==> src/hw/rtl/scp_pkg.sv <==
`default_nettype none

package scp_pkg;

  // internal fixed point value, Q2.30 with headroom
  localparam int unsigned FIX_W = 34;
  localparam int unsigned FRAC_W = 30;
  typedef logic signed [FIX_W-1:0] sq_t;

  // turn scale factors, unsigned Q0.40
  localparam int unsigned TURN_W = 38;
  localparam int unsigned TURN_SPLIT = 19;
  localparam logic [TURN_W-1:0] TURN_RAD = 38'd174992710548;
  localparam logic [TURN_W-1:0] TURN_DEG = 38'd3054198966;

  // angle unit codes
  localparam logic UNIT_RAD = 1'b0;
  localparam logic UNIT_DEG = 1'b1;

  localparam sq_t SIN_C0 = -34'sd4947346;
  localparam sq_t SIN_C1 = 34'sd85557870;
  localparam sq_t SIN_C2 = -34'sd693598150;
  localparam sq_t SIN_C3 = 34'sd1686629710;
  localparam sq_t COS_C0 = -34'sd21946384;
  localparam sq_t COS_C1 = 34'sd272310179;
  localparam sq_t COS_C2 = -34'sd1324672918;
  localparam sq_t COS_C3 = 34'sd1073741824;

  localparam sq_t FIX_ONE = 34'sd1073741824;
  localparam sq_t FIX_TWO = 34'sd2147483648;

  typedef struct packed {
    logic               operation;
    logic signed [31:0] angle;
  } scp_in_t;

  typedef struct packed {
    logic signed [31:0] sine;
    logic signed [31:0] cosine;
  } scp_out_t;

  // sine and cosine pair between pipeline sections
  typedef struct packed {
    sq_t s;
    sq_t c;
  } scp_cs_t;

  // fixed point product, rounded half up
  function automatic sq_t mulq(input sq_t a, input sq_t b);
    logic signed [2*FIX_W-1:0] p;
    p = a * b;
    p = p + ((2*FIX_W)'(1) <<< (FRAC_W - 1));
    return p[FRAC_W+FIX_W-1:FRAC_W];
  endfunction

  function automatic logic signed [31:0] sat_unit(input sq_t v);
    sq_t r;
    if (v > FIX_ONE) begin
      r = FIX_ONE;
    end else if (v < -FIX_ONE) begin
      r = -FIX_ONE;
    end else begin
      r = v;
    end
    return r[31:0];
  endfunction

endpackage

`default_nettype wire

==> src/hw/rtl/scp_reduce.sv <==
`default_nettype none

module scp_reduce (
  input  wire logic           clk,
  input  wire logic           rst_n,
  input  wire logic           up_valid,
  output logic                up_ready,
  input  wire scp_pkg::scp_in_t up_data,
  output logic                dn_valid,
  input  wire logic           dn_ready,
  output scp_pkg::sq_t        dn_q
);

  localparam int unsigned NSTG = 2;
  localparam int unsigned PW = 52;
  localparam int unsigned SW = 56;

  logic [NSTG-1:0] vld_r;
  logic [NSTG-1:0] adv;

  logic [scp_pkg::TURN_W-1:0] k;
  logic signed [PW-1:0] p_lo_nxt, p_lo_r;
  logic signed [PW-1:0] p_hi_nxt, p_hi_r;
  logic [SW-1:0] sum;
  scp_pkg::sq_t q_nxt, q_r;

  always_comb begin
    adv[NSTG-1] = !vld_r[NSTG-1] || dn_ready;
    for (int i = NSTG - 2; i >= 0; i--) begin
      adv[i] = !vld_r[i] || adv[i+1];
    end
  end

  assign up_ready = adv[0];

  always_ff @(posedge clk) begin
    if (!rst_n) begin
      vld_r <= '0;
    end else begin
      if (adv[0]) begin
        vld_r[0] <= up_valid;
      end
      for (int i = 1; i < NSTG; i++) begin
        if (adv[i]) begin
          vld_r[i] <= vld_r[i-1];
        end
      end
    end
  end

  // angle times turn factor, factor split in two halves
  always_comb begin
    k = (up_data.operation == scp_pkg::UNIT_DEG) ? scp_pkg::TURN_DEG : scp_pkg::TURN_RAD;
    p_lo_nxt = up_data.angle * $signed({1'b0, k[scp_pkg::TURN_SPLIT-1:0]});
    p_hi_nxt = up_data.angle * $signed({1'b0, k[scp_pkg::TURN_W-1:scp_pkg::TURN_SPLIT]});
  end

  // keep 30 bits of the turn fraction, rounded, as a signed fraction
  always_comb begin
    sum = {p_hi_r[SW-scp_pkg::TURN_SPLIT-1:0], {scp_pkg::TURN_SPLIT{1'b0}}}
        + SW'(p_lo_r) + (SW'(1) << 25);
    q_nxt = {{(scp_pkg::FIX_W-30){sum[55]}}, sum[55:26]};
  end

  always_ff @(posedge clk) begin
    if (adv[0]) begin
      p_lo_r <= p_lo_nxt;
      p_hi_r <= p_hi_nxt;
    end
    if (adv[1]) begin
      q_r <= q_nxt;
    end
  end

  assign dn_valid = vld_r[NSTG-1];
  assign dn_q = q_r;

endmodule

`default_nettype wire

==> config.mk <==
export PLATFORM = sky130hd
export DESIGN_NAME = scp_reduce
export DESIGN_NICKNAME = d
export VERILOG_FILES = /design/src/hw/rtl/scp_pkg.sv /design/src/hw/rtl/scp_reduce.sv
export SDC_FILE = /design/constraint.sdc
export NUM_CORES = 2
export LEC_CHECK = 0
export BUFFER_PORTS_ARGS = -buffer_cell sky130_fd_sc_hd__buf_4
export CELL_PAD_IN_SITES_DETAIL_PLACEMENT = 0
export CELL_PAD_IN_SITES_GLOBAL_PLACEMENT = 1
export CORE_ASPECT_RATIO = 0.5
export CORE_MARGIN = 2
export CORE_UTILIZATION = 42
export CTS_CLUSTER_SIZE = 10
export DETAILED_ROUTE_END_ITERATION = 10
export PLACE_DENSITY = 0.66
export SLEW_MARGIN = 20
export SYNTH_ARGS = -nofsm -noshare
export SYNTH_HDL_FRONTEND = slang
export SYNTH_SLANG_ARGS = --single-unit
==> constraint.sdc <==
create_clock -name clk -period 25 [get_ports clk]
set_input_delay 5 -clock clk [delete_from_list [all_inputs] [get_ports clk]]
set_output_delay 5 -clock clk [all_outputs]
set_load 0.01 [all_outputs]
== After elaboration in Yosys (flattened, before gate mapping) ==
Cells that the tools add are included.
Cells by class
  reduce and logical (&&, ||, !) cells: 4
  $add $sub $neg: 2
  $mul: 2
  mux-type cells: 1
Operators with widths (count)
  adder 56 x 26 -> 56 bit, second input constant: 1
  adder 56 bit: 1
  multiplier 32 x 20 -> 52 bit: 1
  2-to-1 mux 38 bit: 1
  multiplier 32 x 20 -> 37 bit: 1
  logical NOT 1 bit: 2
  logical OR 1 bit: 2
Storage, ports and cells
  output and inout port bits: 36
  input bits: 37
  logic and storage cells: 14
  register bits: 121

== Longest topological paths before layout ==
  depth after elaboration: 3
  gate-level depth with buffers: 28
  gate-level depth less buffers: 26

== Least setup slack after synthesis ==
No wires, ideal clock.
  path type: input to register
  from: in up_data[32] (netlist name)
  to: reg p_lo_r[49], data pin
  path buffers: 3
  data arrival time: 11.365 ns
  setup time: 0.264 ns
  slack: 13.371 ns
  required time: 24.736 ns
  stages on the path: 25
  cells stage by stage: clkbuf_1 -> clkbuf_1 -> buf_1 -> nand2_1 -> inv_1 -> ha_1 -> inv_1 -> fa_1 -> fa_1 -> inv_1 -> fa_1 -> fa_1 -> fa_1 -> ha_1 -> ha_1 -> a21o_1 -> a21o_1 -> a21o_1 -> a21o_1 -> a21o_1 -> a221o_1 -> nor2_2 -> o21ai_4 -> a21oi_2 -> o22ai_1
Between the ends
  cells in the longest elaborated chain, start to end: 2
Ends and longest elaborated chain
  start: declaration: line scp_reduce.sv:8  | input wire scp_pkg::scp_in_t up_data,
  2-to-1 mux 38 bit: line scp_reduce.sv:53  | k = (up_data.operation == scp_pkg::UNIT_DEG) ? scp_pkg::TURN_DEG : scp_pkg::TURN_RAD;
  multiplier 32 x 20 -> 52 bit: line scp_reduce.sv:54  | p_lo_nxt = up_data.angle * $signed({1'b0, k[scp_pkg::TURN_SPLIT-1:0]});
  via p_lo_nxt[49]: line scp_reduce.sv:22  | logic signed [PW-1:0] p_lo_nxt, p_lo_r;
  end signal: assignment: line scp_reduce.sv:67  | p_lo_r <= p_lo_nxt;
  end: declaration: line scp_reduce.sv:22
The timed path passes the listed nets, and every way through them passes these cells.
A chain may end at the register's enable or synchronous reset.

== Final worst setup path ==
  from: in up_data[32] (netlist name)
  to: reg p_hi_r[36], data pin
Between the ends
  cells in the longest elaborated chain, start to end: 2
Ends and longest elaborated chain
  2-to-1 mux 38 bit: line scp_reduce.sv:53
  multiplier 32 x 20 -> 37 bit: line scp_reduce.sv:55  | p_hi_nxt = up_data.angle * $signed({1'b0, k[scp_pkg::TURN_W-1:scp_pkg::TURN_SPLIT]});
  via p_hi_nxt[36]: line scp_reduce.sv:23  | logic signed [PW-1:0] p_hi_nxt, p_hi_r;
  end signal: assignment: line scp_reduce.sv:68  | p_hi_r <= p_hi_nxt;
  end: declaration: line scp_reduce.sv:23
The timed path passes the listed nets, and every way through them passes these cells.

==> flow_metrics.py <==
metrics = {
    "synth": {
        "netlist_instances": 2736,
        "yosysTopAreaCellShare": 0.383,
        "synth_cell_types": 66,
        "synthMuxAreaShare": 0,
        "ys.warnings.count": 0,
        "syn_area_sq_um": 28500,
        "synth_nets": 3884,
        "post-synth-top-area-cell": "fa_1",
        "synth_xor_area_frac": 0.0366,
        "synthTopCellsByCount": "inv_1 (765), ha_1 (565), fa_1 (546)",
        "synth_top_family_by_area": "adder cells",
        "synth_top_cells_by_area": "fa_1 (38%), ha_1 (25%), edfxtp_1 (11%)",
        "synthSimpleGateAreaFrac": 0.0592,
        "synth_edf_count": 100,
        "ys_seq_area_frac": 0.107,
        "async_reset_ff_frac": 0,
        "syn_area_per_cell_sq_um": 10.4,
        "synth_seq_cells": 102,
        "ys.flop_type": "edfxtp_1",
        "synthAdderAreaFrac": 0.631,
        "yosysMostFrequentCell": "inv_1",
        "synth-compound-area-share": 0.0547,
    },
    "global_routing": {
        "grt_use_met1": 0.316,
        "grt_max_degree": 55,
        "overflow": 0,
        "track_usage": 0.219,
        "top_usage_layer": "met2",
        "grt_pass1_vias": 19200,
        "gr-usage-met2": 0.348,
        "antenna_found_initial": 3,
        "met3_usage": 0.0393,
        "grt_pass1_wl_um": 114000,
    },
    "clock_network": {
        "cts_tree": "done",
        "cts_root_buf": "clkbuf_16",
        "hold_buffers": 0,
        "path_clk_slew_ps": 70,
        "insertion_delay_ps": 380,
        "cts_buffers": 9,
        "cts_resized": 0,
        "clkSinkCount": 102,
        "cts_buffer_depth": 2,
        "post-cts-setup-buffer-count": 0,
        "cts_max_level": 3,
    },
    "floorplan": {
        "die_w_um": 372,
        "die_h_um": 188,
        "coreArea_sq_um": 67100,
        "die_area_sq_um": 70100,
        "rows": 67,
        "ios": 73,
        "start_util": 0.425,
    },
    "final_layout": {
        "final_cell_count_no_fill": 3653,
        "finish.utilization": 0.451,
        "syn_to_final_growth_pct": 6.03,
        "layout-drive-gt1-share": 0.0533,
        "fin_nets": 3899,
        "fillerInstances": 6505,
        "num_antenna_cells": 0,
    },
    "flow_run": {
        "cap_violations": 0,
    },
    "outcome": {
        "status": "finished, final reports clean",
    },
    "detailed_routing": {
        "post-route-drc-count": 0,
        "vias": 18000,
        "drtIter0Drc": 834,
        "first_pass_iters": 5,
        "wl_per_cell_um": 20.1,
        "via_per_inst": 4.92,
        "wirelength_um": 73600,
        "ant_nets": 0,
    },
    "timing": {
        "finalHoldViolCount": 0,
        "max_freq_mhz": 81.8,
        "worst_slew_pin_slew_ps": 1050,
        "relSlewSlack": 0.299,
        "setup_tns_ps": 0,
        "fin_crit_sh": 0.489,
        "setup_ws_ps": 12770,
        "finalSetupViolations": 0,
        "fin_crit_ps": 12230,
        "drv_slew": 0,
        "finalClockSkew_ps": 11.6,
        "rsz0062_at_grt": "false",
    },
    "critical_path": {
        "cp-end-kind": "flop",
        "slowest_delay_ps": 600,
        "crit_type": "in2reg",
        "cp-start-kind": "input port",
        "worstPathArrival_ps": 12340,
        "required_ps": 25110,
        "cpMostUsedCell": "inv_1",
        "critical_path.max_fanout": 54,
        "crit_path_top_delay_cell": "buf_4",
    },
    "placement": {
        "hpwl_um": 65100,
        "place_ws_ps": 12420,
        "port-buffer-count": 72,
        "gp_congestion": 0.930,
        "dp.cells": 3637,
    },
    "worst_hold_path": {
        "hp-class": "reg2reg",
    },
}
## registers in the layout, summed over array words and instances (netlist names)
name / count
p_hi_r: 36
vld_r: 2
p_lo_r: 34
dn_q: 30
## final cells by class
type	count	area, sq um	area share
tap	897	1120	0.0371
multi-input combinational	1793	22300	0.738
sequential	102	3040	0.101
clock buffer	9	225	0.00745
clock inverter	7	63.8	0.00211
inverter	765	2870	0.0950
timing repair buffer	80	601	0.0199
## logic make-up (layout without fill, tap and decap cells)
| group | count (synthesis) | in the layout |
|---|---|---|
| AND/OR/NAND/NOR | 335 | 335 |
| buffers and inverters | 841 | 861 |
| adder cells (fa/ha/maj) | 1111 | 1111 |
| flip-flops | 102 | 102 |
| AO/OA/AOI/OAI | 227 | 227 |
| XOR/XNOR | 119 | 119 |
| other | 1 | 1 |
## metrics by stage
step	hold slack, ps	instance area (sq um)
final	560	30200
after global routing	599	30200
after CTS	566	30200
after detailed placement	549	29900
after global placement	539	29900
after floorplan	463	28500
## layer usage
metal  share of wire  vias to the layer above
met3           0.053                       61
li1                -                     8483
met5          0.0018                        -
met4           0.017                        4
met2            0.46                      342
met1            0.47                     9078
## placed cells by master, fill, tap and decap left out, types with 3 or more instances in the layout
| master | count |
|---|---|
| buf_4 | 80 |
| nor2_1 | 71 |
| nand2b_1 | 24 |
| xnor2_1 | 79 |
| o21a_1 | 14 |
| o21ai_1 | 6 |
| nor3_1 | 20 |
| a21o_1 | 33 |
| a21oi_2 | 5 |
| inv_1 | 764 |
| and4_1 | 8 |
| a31oi_1 | 6 |
| fa_1 | 546 |
| o21ai_0 | 42 |
| o211ai_1 | 3 |
| and2_1 | 22 |
| a211oi_1 | 6 |
| nand4_1 | 7 |
| a211oi_2 | 4 |
| nor2b_1 | 39 |
| edfxtp_1 | 100 |
| a21oi_1 | 63 |
| nand3_1 | 18 |
| xor2_1 | 40 |
| or2_2 | 22 |
| o21bai_1 | 7 |
| and3_1 | 8 |
| nand2_1 | 88 |
| clkbuf_16 | 9 |
| o22ai_1 | 3 |
| ha_1 | 565 |
| a211o_1 | 3 |
## worst paths after layout
kind	to	slack, ps	cells past startpoint	from
max	p_hi_r[36]	12770	28	up_data[32]
min	vld_r[1]	560	1	vld_r[0]
max reg2reg	dn_q[27]	21400	12	p_lo_r[23]
min reg2reg	vld_r[1]	560	1	vld_r[0]
## worst max-delay path: cells and delay by family
family,cells,cell delay (ps)
simple gates,5,1190
fa+ha+maj,8,3510
buf+inv,9,1400
xor+xnor,1,120
compound gates,5,1030
Power is left out: the tool's default activity adds up to more than one toggle a clock period on the data nets, which glitch-free logic cannot reach.
